==> config.mk <==
export PLATFORM = sky130hd
export DESIGN_NAME = fair_blocking_fifo
export DESIGN_NICKNAME = d
export VERILOG_FILES = /design/src/fbf_pkg.sv /design/src/fair_blocking_fifo.sv /design/src/fbf_front.sv /design/src/fbf_back.sv
export SDC_FILE = /design/constraint.sdc
export NUM_CORES = 1
export LEC_CHECK = 0
export ABC_AREA = 1
export BUFFER_PORTS_ARGS = -buffer_cell sky130_fd_sc_hd__buf_4
export CORE_MARGIN = 2
export CORE_UTILIZATION = 30
export CTS_BUF_LIST = sky130_fd_sc_hd__clkbuf_4 sky130_fd_sc_hd__clkbuf_8
export DETAILED_ROUTE_END_ITERATION = 6
export GPL_TIMING_DRIVEN = 0
export SYNTH_ARGS = -nofsm -noshare
export SYNTH_HDL_FRONTEND = slang
export SYNTH_SLANG_ARGS = --single-unit
==> constraint.sdc <==
create_clock -name clock -period 3.7 [get_ports clock]
set_input_delay 0 -clock clock [delete_from_list [all_inputs] [get_ports clock]]
set_output_delay 0 -clock clock [all_outputs]
set_load 0.02 [all_outputs]
==> src/fbf_pkg.sv <==
// ----------------------------------------------------------------------------
// fbf_pkg
// Shared types and codes for the fair blocking fifo: opcodes, result status
// codes, the command struct passed from front to back and the back's occupancy struct.
// ----------------------------------------------------------------------------
package fbf_pkg;

   // fixed field widths
   localparam int ID_BITS     = 3;
   localparam int STATUS_BITS = 3;
   localparam int TOTAL_BITS  = 32;

   // opcodes
   localparam logic OP_ENQUEUE = 1'b0;
   localparam logic OP_DEQUEUE = 1'b1;

   // result status codes
   localparam logic [STATUS_BITS-1:0] ST_DELIVERED   = 3'd0;
   localparam logic [STATUS_BITS-1:0] ST_STORED      = 3'd1;
   localparam logic [STATUS_BITS-1:0] ST_PARKED      = 3'd2;
   localparam logic [STATUS_BITS-1:0] ST_DATA_FULL   = 3'd3;
   localparam logic [STATUS_BITS-1:0] ST_WAITER_FULL = 3'd4;

   // classified command from front to back
   typedef struct packed {
      logic               is_deq;
      logic [ID_BITS-1:0] req_id;
   } cmd_ctrl_type;

   // occupancy flags from the back
   typedef struct packed {
      logic words_any;
      logic waiters_any;
   } occ_type;

endpackage

==> src/fair_blocking_fifo.sv <==
// ----------------------------------------------------------------------------
// fair_blocking_fifo
// FIFO of data words paired with a FIFO of waiting requesters, served in
// strict arrival order.
// ----------------------------------------------------------------------------
// Usage:
//   req_* channel: one transaction per enqueue (req_opcode 0, req_data_word)
//   or dequeue request (req_opcode 1, req_requester_id). rsp_* channel: one
//   result transaction per request, in order: status, delivered word,
//   served requester, words held and the running delivered count.
//   An enqueue goes straight to the oldest parked requester if any, else it
//   is stored; a dequeue is served at once only when words are held and
//   nobody waits, else the requester is parked. Full stores are reported as
//   data store full / waiter store full and change nothing.
//   The accepting edge writes the front command queue; the back response
//   register is written when the back takes the command, which a held
//   response register can delay.
//   Throughput: one transaction per cycle while rsp_stall is low; all store
//   updates are pointer and count moves made in the back stage.
//   Reset clears all pointers, counts, the delivered counter and both queues.
//   While rsp_stall is high the response register holds; the front queue
//   absorbs up to two more requests before req_stall rises.
// ----------------------------------------------------------------------------
module fair_blocking_fifo import fbf_pkg::*; #(
   parameter int WORD_DEPTH   = 16,
   parameter int WAITER_DEPTH = 8,
   parameter int WORD_BITS    = 32,
   localparam int WC_BITS     = $clog2(WORD_DEPTH + 1)
) (
   input  logic                   clock,
   input  logic                   reset,
   input  logic                   req_valid,
   output logic                   req_stall,
   input  logic                   req_opcode,
   input  logic [WORD_BITS-1:0]   req_data_word,
   input  logic [ID_BITS-1:0]     req_requester_id,
   output logic                   rsp_valid,
   input  logic                   rsp_stall,
   output logic [STATUS_BITS-1:0] rsp_status,
   output logic [WORD_BITS-1:0]   rsp_delivered_word,
   output logic [ID_BITS-1:0]     rsp_served_requester,
   output logic [WC_BITS-1:0]     rsp_words_held,
   output logic [TOTAL_BITS-1:0]  rsp_delivered_total
);

   logic                 cmd_valid;
   logic                 cmd_ready;
   cmd_ctrl_type         cmd_ctrl;
   logic [WORD_BITS-1:0] cmd_word;
   occ_type              occ;

   // accept and classify
   fbf_front #(
      .WORD_BITS (WORD_BITS)
   ) u_front (
      .clock            (clock),
      .reset            (reset),
      .req_valid        (req_valid),
      .req_stall        (req_stall),
      .req_opcode       (req_opcode),
      .req_data_word    (req_data_word),
      .req_requester_id (req_requester_id),
      .cmd_valid        (cmd_valid),
      .cmd_ready        (cmd_ready),
      .cmd_ctrl         (cmd_ctrl),
      .cmd_word         (cmd_word)
   );

   // execute against the stores
   fbf_back #(
      .WORD_DEPTH   (WORD_DEPTH),
      .WAITER_DEPTH (WAITER_DEPTH),
      .WORD_BITS    (WORD_BITS)
   ) u_back (
      .clock                (clock),
      .reset                (reset),
      .cmd_valid            (cmd_valid),
      .cmd_ready            (cmd_ready),
      .cmd_ctrl             (cmd_ctrl),
      .cmd_word             (cmd_word),
      .rsp_valid            (rsp_valid),
      .rsp_stall            (rsp_stall),
      .rsp_status           (rsp_status),
      .rsp_delivered_word   (rsp_delivered_word),
      .rsp_served_requester (rsp_served_requester),
      .rsp_words_held       (rsp_words_held),
      .rsp_delivered_total  (rsp_delivered_total),
      .occ                  (occ)
   );

   // words and waiters are never held together
   a_no_words_and_waiters: assert property (@(posedge clock) disable iff (reset)
      !(occ.words_any && occ.waiters_any))
      else $error("words and waiters held at the same time");

   // a parked or refused requester implies an empty word store
   a_parked_no_words: assert property (@(posedge clock) disable iff (reset)
      rsp_valid && (rsp_status == ST_PARKED || rsp_status == ST_WAITER_FULL)
      |-> rsp_words_held == '0)
      else $error("requester parked while words are held");

   // data full only at full occupancy
   a_data_full_count: assert property (@(posedge clock) disable iff (reset)
      rsp_valid && rsp_status == ST_DATA_FULL
      |-> rsp_words_held == WC_BITS'(WORD_DEPTH))
      else $error("data store full reported below capacity");

   // only a delivery carries a word
   a_word_only_on_delivery: assert property (@(posedge clock) disable iff (reset)
      rsp_valid && rsp_status != ST_DELIVERED |-> rsp_delivered_word == '0)
      else $error("word reported without a delivery");

endmodule

==> src/fbf_front.sv <==
// ----------------------------------------------------------------------------
// fbf_front
// Accepts request transactions, classifies them into commands and holds them
// in a two-entry queue that decouples the request side from the back end.
// ----------------------------------------------------------------------------
module fbf_front import fbf_pkg::*; #(
   parameter int WORD_BITS = 32
) (
   input  logic                 clock,
   input  logic                 reset,
   input  logic                 req_valid,
   output logic                 req_stall,
   input  logic                 req_opcode,
   input  logic [WORD_BITS-1:0] req_data_word,
   input  logic [ID_BITS-1:0]   req_requester_id,
   output logic                 cmd_valid,
   input  logic                 cmd_ready,
   output cmd_ctrl_type         cmd_ctrl,
   output logic [WORD_BITS-1:0] cmd_word
);

   cmd_ctrl_type         q_ctrl_ff [2];
   logic [WORD_BITS-1:0] q_word_ff [2];
   logic                 wr_ptr_ff, wr_ptr_in;
   logic                 rd_ptr_ff, rd_ptr_in;
   logic [1:0]           count_ff, count_in;
   logic                 push, pop;
   cmd_ctrl_type         class_ctrl;

   // classify the incoming transaction
   always_comb begin
      class_ctrl.is_deq = (req_opcode == OP_DEQUEUE);
      class_ctrl.req_id = req_requester_id;
   end

   // queue handshake
   assign req_stall = (count_ff == 2'd2);
   assign push      = req_valid && !req_stall;
   assign cmd_valid = (count_ff != 2'd0);
   assign pop       = cmd_valid && cmd_ready;
   assign cmd_ctrl  = q_ctrl_ff[rd_ptr_ff];
   assign cmd_word  = q_word_ff[rd_ptr_ff];

   // pointer and count update
   always_comb begin
      wr_ptr_in = push ? !wr_ptr_ff : wr_ptr_ff;
      rd_ptr_in = pop ? !rd_ptr_ff : rd_ptr_ff;
      count_in  = count_ff;
      if (push && !pop) begin
         count_in = count_ff + 2'd1;
      end else if (pop && !push) begin
         count_in = count_ff - 2'd1;
      end
   end

   always_ff @(posedge clock) begin
      if (reset) begin
         wr_ptr_ff <= 1'b0;
         rd_ptr_ff <= 1'b0;
         count_ff  <= 2'd0;
      end else begin
         wr_ptr_ff <= wr_ptr_in;
         rd_ptr_ff <= rd_ptr_in;
         count_ff  <= count_in;
      end
   end

   // queue payload
   always_ff @(posedge clock) begin
      if (push) begin
         q_ctrl_ff[wr_ptr_ff] <= class_ctrl;
         q_word_ff[wr_ptr_ff] <= req_data_word;
      end
   end

endmodule

==> src/fbf_back.sv <==
// ----------------------------------------------------------------------------
// fbf_back
// Executes commands against the word store and the waiter store and drives
// the registered response transaction.
// ----------------------------------------------------------------------------
module fbf_back import fbf_pkg::*; #(
   parameter int WORD_DEPTH   = 16,
   parameter int WAITER_DEPTH = 8,
   parameter int WORD_BITS    = 32,
   localparam int WP_BITS     = $clog2(WORD_DEPTH),
   localparam int WC_BITS     = $clog2(WORD_DEPTH + 1),
   localparam int AP_BITS     = $clog2(WAITER_DEPTH),
   localparam int AC_BITS     = $clog2(WAITER_DEPTH + 1)
) (
   input  logic                   clock,
   input  logic                   reset,
   input  logic                   cmd_valid,
   output logic                   cmd_ready,
   input  cmd_ctrl_type           cmd_ctrl,
   input  logic [WORD_BITS-1:0]   cmd_word,
   output logic                   rsp_valid,
   input  logic                   rsp_stall,
   output logic [STATUS_BITS-1:0] rsp_status,
   output logic [WORD_BITS-1:0]   rsp_delivered_word,
   output logic [ID_BITS-1:0]     rsp_served_requester,
   output logic [WC_BITS-1:0]     rsp_words_held,
   output logic [TOTAL_BITS-1:0]  rsp_delivered_total,
   output occ_type                occ
);

   localparam logic [1:0] SEL_ZERO = 2'd0;
   localparam logic [1:0] SEL_CMD  = 2'd1;
   localparam logic [1:0] SEL_MEM  = 2'd2;

   logic [WORD_BITS-1:0] word_mem   [WORD_DEPTH];
   logic [ID_BITS-1:0]   waiter_mem [WAITER_DEPTH];

   logic [WP_BITS-1:0]     word_head_ff, word_head_in;
   logic [WP_BITS-1:0]     word_tail_ff, word_tail_in;
   logic [WC_BITS-1:0]     word_count_ff, word_count_in;
   logic [AP_BITS-1:0]     waiter_head_ff, waiter_head_in;
   logic [AP_BITS-1:0]     waiter_tail_ff, waiter_tail_in;
   logic [AC_BITS-1:0]     waiter_count_ff, waiter_count_in;
   logic [TOTAL_BITS-1:0]  total_ff, total_in;
   logic                   rsp_valid_ff, rsp_valid_in;
   logic [STATUS_BITS-1:0] status_ff, status_in;
   logic [WORD_BITS-1:0]   word_out_ff;
   logic [ID_BITS-1:0]     who_out_ff;
   logic [WC_BITS-1:0]     held_ff;

   logic                   take;
   logic                   word_wr_en, waiter_wr_en;
   logic [1:0]             word_sel, who_sel;
   logic                   words_any, waiters_any;
   logic                   words_full, waiters_full;

   // output register frees up when empty or being taken
   assign cmd_ready = !rsp_valid_ff || !rsp_stall;
   assign take      = cmd_valid && cmd_ready;

   assign words_any    = (word_count_ff != '0);
   assign waiters_any  = (waiter_count_ff != '0);
   assign words_full   = (word_count_ff == WC_BITS'(WORD_DEPTH));
   assign waiters_full = (waiter_count_ff == AC_BITS'(WAITER_DEPTH));

   // execute one command
   always_comb begin
      word_head_in    = word_head_ff;
      word_tail_in    = word_tail_ff;
      word_count_in   = word_count_ff;
      waiter_head_in  = waiter_head_ff;
      waiter_tail_in  = waiter_tail_ff;
      waiter_count_in = waiter_count_ff;
      total_in        = total_ff;
      status_in       = status_ff;
      word_wr_en      = 1'b0;
      waiter_wr_en    = 1'b0;
      word_sel        = SEL_ZERO;
      who_sel         = SEL_ZERO;
      if (take) begin
         if (!cmd_ctrl.is_deq) begin
            if (waiters_any) begin
               // hand the word to the oldest waiter
               waiter_head_in  = (waiter_head_ff == AP_BITS'(WAITER_DEPTH - 1)) ?
                                 '0 : waiter_head_ff + 1'b1;
               waiter_count_in = waiter_count_ff - 1'b1;
               total_in        = total_ff + 1'b1;
               status_in       = ST_DELIVERED;
               word_sel        = SEL_CMD;
               who_sel         = SEL_MEM;
            end else if (words_full) begin
               status_in = ST_DATA_FULL;
            end else begin
               word_wr_en    = 1'b1;
               word_tail_in  = (word_tail_ff == WP_BITS'(WORD_DEPTH - 1)) ?
                               '0 : word_tail_ff + 1'b1;
               word_count_in = word_count_ff + 1'b1;
               status_in     = ST_STORED;
            end
         end else begin
            who_sel = SEL_CMD;
            if (words_any && !waiters_any) begin
               // serve the head word right away
               word_head_in  = (word_head_ff == WP_BITS'(WORD_DEPTH - 1)) ?
                               '0 : word_head_ff + 1'b1;
               word_count_in = word_count_ff - 1'b1;
               total_in      = total_ff + 1'b1;
               status_in     = ST_DELIVERED;
               word_sel      = SEL_MEM;
            end else if (waiters_full) begin
               status_in = ST_WAITER_FULL;
            end else begin
               waiter_wr_en    = 1'b1;
               waiter_tail_in  = (waiter_tail_ff == AP_BITS'(WAITER_DEPTH - 1)) ?
                                 '0 : waiter_tail_ff + 1'b1;
               waiter_count_in = waiter_count_ff + 1'b1;
               status_in       = ST_PARKED;
            end
         end
      end
   end

   // response valid
   always_comb begin
      rsp_valid_in = rsp_valid_ff;
      if (take) begin
         rsp_valid_in = 1'b1;
      end else if (!rsp_stall) begin
         rsp_valid_in = 1'b0;
      end
   end

   // control state
   always_ff @(posedge clock) begin
      if (reset) begin
         word_head_ff    <= '0;
         word_tail_ff    <= '0;
         word_count_ff   <= '0;
         waiter_head_ff  <= '0;
         waiter_tail_ff  <= '0;
         waiter_count_ff <= '0;
         total_ff        <= '0;
         rsp_valid_ff    <= 1'b0;
      end else begin
         word_head_ff    <= word_head_in;
         word_tail_ff    <= word_tail_in;
         word_count_ff   <= word_count_in;
         waiter_head_ff  <= waiter_head_in;
         waiter_tail_ff  <= waiter_tail_in;
         waiter_count_ff <= waiter_count_in;
         total_ff        <= total_in;
         rsp_valid_ff    <= rsp_valid_in;
      end
   end

   // stores and registered response payload
   always_ff @(posedge clock) begin
      if (word_wr_en) begin
         word_mem[word_tail_ff] <= cmd_word;
      end
      if (waiter_wr_en) begin
         waiter_mem[waiter_tail_ff] <= cmd_ctrl.req_id;
      end
      if (take) begin
         status_ff <= status_in;
         held_ff   <= word_count_in;
         case (word_sel)
            SEL_MEM: word_out_ff <= word_mem[word_head_ff];
            SEL_CMD: word_out_ff <= cmd_word;
            default: word_out_ff <= '0;
         endcase
         case (who_sel)
            SEL_MEM: who_out_ff <= waiter_mem[waiter_head_ff];
            SEL_CMD: who_out_ff <= cmd_ctrl.req_id;
            default: who_out_ff <= '0;
         endcase
      end
   end

   // the counter is sampled with the response; it only moves on a take
   logic [TOTAL_BITS-1:0] total_out_ff;
   always_ff @(posedge clock) begin
      if (take) begin
         total_out_ff <= total_in;
      end
   end

   assign rsp_valid            = rsp_valid_ff;
   assign rsp_status           = status_ff;
   assign rsp_delivered_word   = word_out_ff;
   assign rsp_served_requester = who_out_ff;
   assign rsp_words_held       = held_ff;
   assign rsp_delivered_total  = total_out_ff;
   assign occ.words_any        = words_any;
   assign occ.waiters_any      = waiters_any;

endmodule
# Word-level counts from Yosys, hierarchy flattened
# Memory sizes are Yosys's and may differ from the RTL's. A register that Yosys moved wholly into a read port is not among the register bits.
# Cells that the tools add are included.
[totals]
ff_bits = 135
mem_bits_rw = 608
input_bits = 40
output_inout_bits = 77
word_cells = 131
memories = 4
[memory_table]
columns = ["name", "words", "word_bits", "rd", "rd_clocked_by_memory_dff", "wr", "line", "text"]
rows = [
  ["u_back.word_mem", 16, 32, 1, 1, 1, "fbf_back.sv:35", "logic [WORD_BITS-1:0] word_mem [WORD_DEPTH];"],
  ["u_front.q_word_ff", 2, 32, 1, 1, 1, "fbf_front.sv:23", "logic [WORD_BITS-1:0] q_word_ff [2];"],
  ["u_back.waiter_mem", 8, 3, 1, 1, 1, "fbf_back.sv:36", "logic [ID_BITS-1:0] waiter_mem [WAITER_DEPTH];"],
  ["u_front.q_ctrl_ff", 2, 4, 1, 1, 1, "fbf_front.sv:22", "cmd_ctrl_type q_ctrl_ff [2];"],
]
[classes]
n_addsub = 11
n_eq_ne = 14
n_mux = 57
bitwise = 5
reduce_logical = 24
[op_table]
columns = ["cell", "n"]
rows = [
  ["$mux 32", 4],
  ["$pmux 32 s2", 1],
  ["$add 32x1->32 const B", 1],
  ["$mux 4", 8],
  ["$mux 5", 5],
  ["$mux 3", 8],
  ["$mux 1", 21],
  ["$mux 2", 9],
  ["$add 4x1->4 const B", 3],
  ["$eq 4x4->1 const B", 3],
  ["$reduce_and 4->1", 3],
  ["$logic_not 1->1", 8],
  ["$add 3x1->3 const B", 2],
  ["$eq 2x2->1 const B", 3],
  ["$eq 3x3->1 const B", 2],
  ["$pmux 3 s2", 1],
  ["$reduce_and 3->1", 2],
  ["$reduce_bool 2->1", 3],
  ["$add 5x1->5 const B", 1],
  ["$eq 5x5->1 const B", 1],
  ["$logic_and 1x1->1", 5],
  ["$not 1->1", 5],
  ["$reduce_bool 5->1", 1],
  ["$sub 5x1->5 const B", 1],
  ["other kinds (8)", 10],
]

# Longest topological paths before layout
[logic_depth]
ltp_word = 8
ltp_mapped = 13
ltp_nobuf = 12

# Cells and area by module
# A second synthesis with hierarchy kept.
[unflattened]
cells_unflattened = 2588
hier_area_um2 = 30618.1
[modules_own_cells]
columns = ["mod", "instances", "cells_each", "area_per_inst_um2", "seq_area_each_um2"]
rows = [
  ["fbf_back", 1, 2439, 27622.7, 19608.8],
  ["fbf_front", 1, 149, 2995.4, 2262.2],
]

# Worst setup path before layout
# No wires, ideal clock.
[synth_timing]
path_type = "register -> register"
from = "reg u_back.rsp_valid_ff (netlist: u_back.rsp_valid)"
to = "mem u_back.word_mem[11][0] (enable)"
setup_ns = 0.421
t_arrival_ns = 3.193
t_required_ns = 3.279
setup_slack_ns = 0.086
stages_incl_launch_ff = 9
n_path_buf = 1
period_less_slack_ns = 3.614
cell_sequence = "dfxtp_1 > nand2_1 > inv_1 > nor2_8 > buf_4 > nand3_2 > inv_2 > nand3_1 > nor2_1"
[synth_between]
elab_chain_cells = 6
[synth_rtl]
columns = ["item", "line", "text"]
rows = [
  ["start, declared", "fbf_back.sv:45", "logic rsp_valid_ff, rsp_valid_in;"],
  ["start signal, assigned", "fbf_back.sv:152", "rsp_valid_ff <= rsp_valid_in;"],
  ["$logic_not 1->1", "fbf_back.sv:58", "assign cmd_ready = !rsp_valid_ff || !rsp_stall;"],
  ["$logic_or 1x1->1", "fbf_back.sv:58", ""],
  ["$logic_and 1x1->1", "fbf_back.sv:59", "assign take = cmd_valid && cmd_ready;"],
  ["$mux 1", "fbf_back.sv:80", "if (take) begin"],
  ["$mux 1", "fbf_back.sv:158", "if (word_wr_en) begin"],
  ["$mux 1 (not written as such)", "fbf_back.sv:159", "word_mem[word_tail_ff] <= cmd_word;"],
  ["end, declared", "fbf_back.sv:35", ""],
]
# No other way between the ends.

# Worst setup path in the final report
[layout_timing]
from = "reg u_front.count_ff[0]"
to = "mem u_back.word_mem[12][12] (enable)"
[layout_between]
elab_chain_cells = 5
[layout_rtl]
columns = ["item", "line", "text"]
rows = [
  ["start, declared", "fbf_front.sv:26", "logic [1:0] count_ff, count_in;"],
  ["start signal, assigned", "fbf_front.sv:64", "count_ff <= count_in;"],
  ["$reduce_bool 2->1", "fbf_front.sv:39", "assign cmd_valid = (count_ff != 2'd0);"],
  ["$logic_and 1x1->1", "fbf_back.sv:59", ""],
  ["$mux 1", "fbf_back.sv:80", ""],
  ["$mux 1", "fbf_back.sv:158", ""],
  ["$mux 1 (not written as such)", "fbf_back.sv:159", ""],
]
# No other way between the ends.

==> qor.txt <==
outcome = finished, final reports clean
Worst-path clk slew = 0.06 ns
DR WL/cell = 21.1 um
Endpoint, Worst Hold = u_back.waiter_tail_ff[2]$_SDFFE_PP0P_
Synth Area per Inst = 11.8 um^2
total track usage = 17.2%
starting density of the core = 30.3%
post-route cell area = 0.0365 mm^2
Vias = 21,200
hold path depth = 5
crit path max fanout = 84
multi-input logic area = 0.00763 mm^2
critical path class = flop to flop
worst reg-to-reg setup slack = 0.33 ns
clock root cell = clkbuf_8
total CTS buffers = 119
die height = 322 um
vias in the first global route = 20,400
min Tclk post-route = 3.37 ns
placed cell area = 0.0333 mm^2
main combinational cell family by area after synthesis = simple AND/OR/NAND/NOR gates
Mapped Nets = 2,626
Adder-Cell Fraction of Synth Area = 0.769%
met1 usage = 23.3%
YS warnings = 0
Leak Pwr = 0.0133 uW
CP required = 4.17 ns
cell count after synthesis = 2,568
RR Endpoint = u_back.word_mem[12][12]$_DFFE_PP_
clock tree buffer depth = 3
synth unique cells = 44
drt pass-1 iters = 6
final total negative setup slack = 0 ns
Max-Cap Viols = 0
vias per inst = 4.93
fmax = 297 MHz
Total Nets Final = 2,961
buffers added on ports = 116
Clk Latency, worst-skew pair = 0.77 ns
first-pass GRT wire length = 131,000 um
DP Wirelength = 58,400 um
worst path bufs/invs = 3
crit end category = flop
CP Launch Type = flop
Max Slew Vio Count = 0
largest net degree at the start of global routing = 85
grt ovf = 0
multiplexer share of the synthesized area = 0%
layout cells sized above 1 = 13.0%
CP cell instances = nor2_2 -> nor2_8 -> buf_12 -> nand3_2 -> inv_2 -> nand2_1 -> nor2_4 -> buf_16
clock share of power = 27.5%
DIE AREA = 0.103 mm^2
worst reg2reg startpoint = u_front.count_ff[0]$_SDFFE_PP0P_
Switching Fraction = 34.8%
Core Area = 0.100 mm^2
TritonCTS clock tree = yes
xor and xnor area share after synthesis = 0.261%
P&R area growth vs syn = 20.6%
WHS = 0.302 ns
asr flop ratio synth = 0%
register bit total from synthesis = 751
Storage cell area = 0.0219 mm^2
io pins = 117
Synth Area in Compound Gates = 7.41%
total clock sinks = 751
Hold Path Class = primary input to flop
busiest grt layer = met2
Clock Skew = 0.0735 ns
Core Rows = 116
initial antenna violation count = 4
pwr/cell area = 705 mW/mm^2
Fin. Hold Viols = 0
NetSw = 8960 uW
Most used DFF post-synth = edfxtp_1
met3 usage = 3.31%
Final period util = 91.1%
Worst Path Arrival = 3.84 ns
Post-Syn Area = 0.0303 mm^2
hold_sp = reset
Cell Int Power = 16,800 uW
Post-DRT Antenna Nets = 0
Comb pwr share = 27.9%
GRT met2 Usage = 27.6%
Peak VDD IR = 0.543 mV
register area share after synthesis = 72.3%
Rel. slew slack = 13.6%
GP Congestion = 0.870
worst stage delay on the critical path = 0.80 ns
final WL = 90,300 um
DIE WIDTH = 322 um
sequential group share of total power = 44.6%
Slowest cell on crit path = nor2_4
Simple-Gate Fraction of Synth Area = 16.3%
unrepaired setup endpoints after global routing = false
H-tree Lvls = 3
worst-margin pin slew = 1.30 ns
critical path's top delay family = simple AND/OR/NAND/NOR gates
DRC Markers = 0
reg2reg path depth = 8
# fillers = 9,633
DR iter-0 viols = 2,358
EDFF count, synth = 683
Final Setup Violations = 0
logic make-up after synthesis:
family                   after synthesis
adder cells (fa/ha/maj)               18
flip-flops                           751
AO/OA/AOI/OAI                        393
buffers and inverters                219
XOR/XNOR                               9
AND/OR/NAND/NOR                     1178
worst register-to-register path, cell delays in order (launching register included):
cell and delay [ns]:
dfxtp_1 0.43, nor2_2 0.11, nor2_8 0.18, buf_12 0.49
nand3_2 0.30, inv_2 0.22, nand2_1 0.29, nor2_4 0.80
buf_16 0.26
power by group through the flow:
stage	Combinational, uW	Clock [uW]	Sequential (uW)
after floorplan	3550	0	12100
after global placement	6870	0	11700
after detailed placement	7040	0	11700
after CTS	7150	7200	11500
after global routing	7810	7540	11600
final	7180	7070	11500
cells in the mapped netlist (2+ instances only):
| library cell | count | share of area [%] |
|---|---|---|
| nand2_4 | 4 | 0.15 |
| inv_4 | 2 | 0.041 |
| nand4_1 | 10 | 0.21 |
| nor2_1 | 120 | 1.5 |
| and2_1 | 2 | 0.041 |
| xnor2_1 | 3 | 0.087 |
| o22ai_1 | 3 | 0.062 |
| buf_1 | 28 | 0.35 |
| o221ai_1 | 5 | 0.14 |
| nor2_2 | 3 | 0.062 |
| nand3b_1 | 7 | 0.17 |
| buf_4 | 4 | 0.099 |
| a22oi_1 | 86 | 2.1 |
| nor4_1 | 2 | 0.041 |
| inv_2 | 8 | 0.099 |
| buf_6 | 4 | 0.15 |
| nor3_1 | 21 | 0.35 |
| nor2_4 | 2 | 0.074 |
| buf_2 | 14 | 0.23 |
| nand2_2 | 2 | 0.041 |
| ha_1 | 17 | 0.70 |
| edfxtp_1 | 683 | 68 |
| clkbuf_1 | 82 | 1.0 |
| or2_0 | 2 | 0.041 |
| inv_1 | 77 | 0.96 |
| nand2_1 | 747 | 9.3 |
| o21ai_1 | 4 | 0.066 |
| a211oi_1 | 3 | 0.074 |
| o21ai_0 | 54 | 0.89 |
| nand3_1 | 251 | 4.2 |
| a21oi_1 | 228 | 3.8 |
| o21bai_1 | 2 | 0.050 |
| dfxtp_1 | 68 | 4.5 |
| o211ai_1 | 4 | 0.099 |
| nand3_4 | 2 | 0.12 |
| xor2_1 | 6 | 0.17 |
flip-flops by register name, summed over array words and instances, names as in the netlist, named ones only:
name / flops
u_front.q_word_ff: 64
u_back.rsp_delivered_total: 32
u_back.waiter_tail_ff: 3
u_front.wr_ptr_ff: 1
u_back.rsp_served_requester: 3
u_back.word_count_ff: 5
u_back.rsp_status: 3
u_front.rd_ptr_ff: 1
u_front.count_ff: 2
u_back.total_ff: 32
u_back.word_tail_ff: 4
u_back.waiter_count_ff: 4
u_back.rsp_words_held: 5
u_front.q_ctrl_ff: 8
u_back.rsp_valid: 1
u_back.waiter_mem: 24
u_back.waiter_head_ff: 3
u_back.word_head_ff: 4
u_back.word_mem: 512
u_back.rsp_delivered_word: 32
stage by stage:
stage | cells | worst slack [ns] | total power (uW) | utilization (%)
floorplan | 2568 | 0.0856 | 15600 | -
global placement | 3982 | -2.52 | 18600 | 32.7
detailed placement | 4000 | -0.504 | 18700 | 33.3
CTS | 4284 | 0.0189 | 25800 | 36.4
global route | 4289 | 0.0264 | 26900 | 36.5
finish | 4289 | 0.329 | 25700 | 36.5
metal layers:
metal  up-vias  part of all wire, %
li1       9802                    -
met4         2                  3.0
met2       956                   46
met3       182                  8.4
met1     10200                   42
met5         -                0.019
cells in the final DEF, fill, tap and decap left out, types with 5 or more instances in the layout:
master and n:
nand2_1 747, edfxtp_1 683, nand3_1 251, a21oi_1 228, clkbuf_8 121, buf_4 119
nor2_1 102, a22oi_1 86, clkbuf_1 82, inv_1 77, dlygate4sd3_1 76, dfxtp_1 68
o21ai_0 54, clkbuf_4 45, buf_1 28, clkinv_1 25, nor3_1 21, nor2_4 20
buf_12 17, ha_1 17, buf_2 14, nand4_1 10, inv_2 8, nand3b_1 7
xor2_1 6, buf_16 6, o221ai_1 5, clkinv_2 5
how the worst max path moves through the flow:
stage               depth (start not counted)                           endpoint                             start  slack, ns
finish                                      8  u_back.word_mem[12][12]$_DFFE_PP_  u_front.count_ff[0]$_SDFFE_PP0P_       0.33
global route                                8  u_back.word_mem[12][26]$_DFFE_PP_  u_front.count_ff[0]$_SDFFE_PP0P_       0.03
CTS                                         8  u_back.word_mem[12][14]$_DFFE_PP_  u_front.count_ff[0]$_SDFFE_PP0P_       0.02
detailed placement                          8  u_back.word_mem[12][30]$_DFFE_PP_  u_front.count_ff[0]$_SDFFE_PP0P_      -0.50
global placement                            7    u_back.word_mem[8][0]$_DFFE_PP_  u_front.count_ff[0]$_SDFFE_PP0P_      -2.52
floorplan                                   8   u_back.word_mem[11][0]$_DFFE_PP_     u_back.rsp_valid$_SDFFE_PP0P_       0.09
cell type report:
cell class              instances  area share, %
flip-flops and latches        751           59.9
clock buffers                 166           5.49
clock inverters                42          0.933
well taps                    1298           4.45
inverters                      87          0.909
diodes                          1        0.00686
multi-input cells            1598           20.9
plain buffers                 132           1.56
repair buffers                214           5.80
what timing repair did:
action,CTS,global route
buffers inserted,0,4
endpoints found under the hold margin,105,0
hold buffers,76,0
resized for setup,2,1
setup endpoints to repair,499,89
pin swaps,0,3
Note: power is estimated with default switching activity, not from simulation.
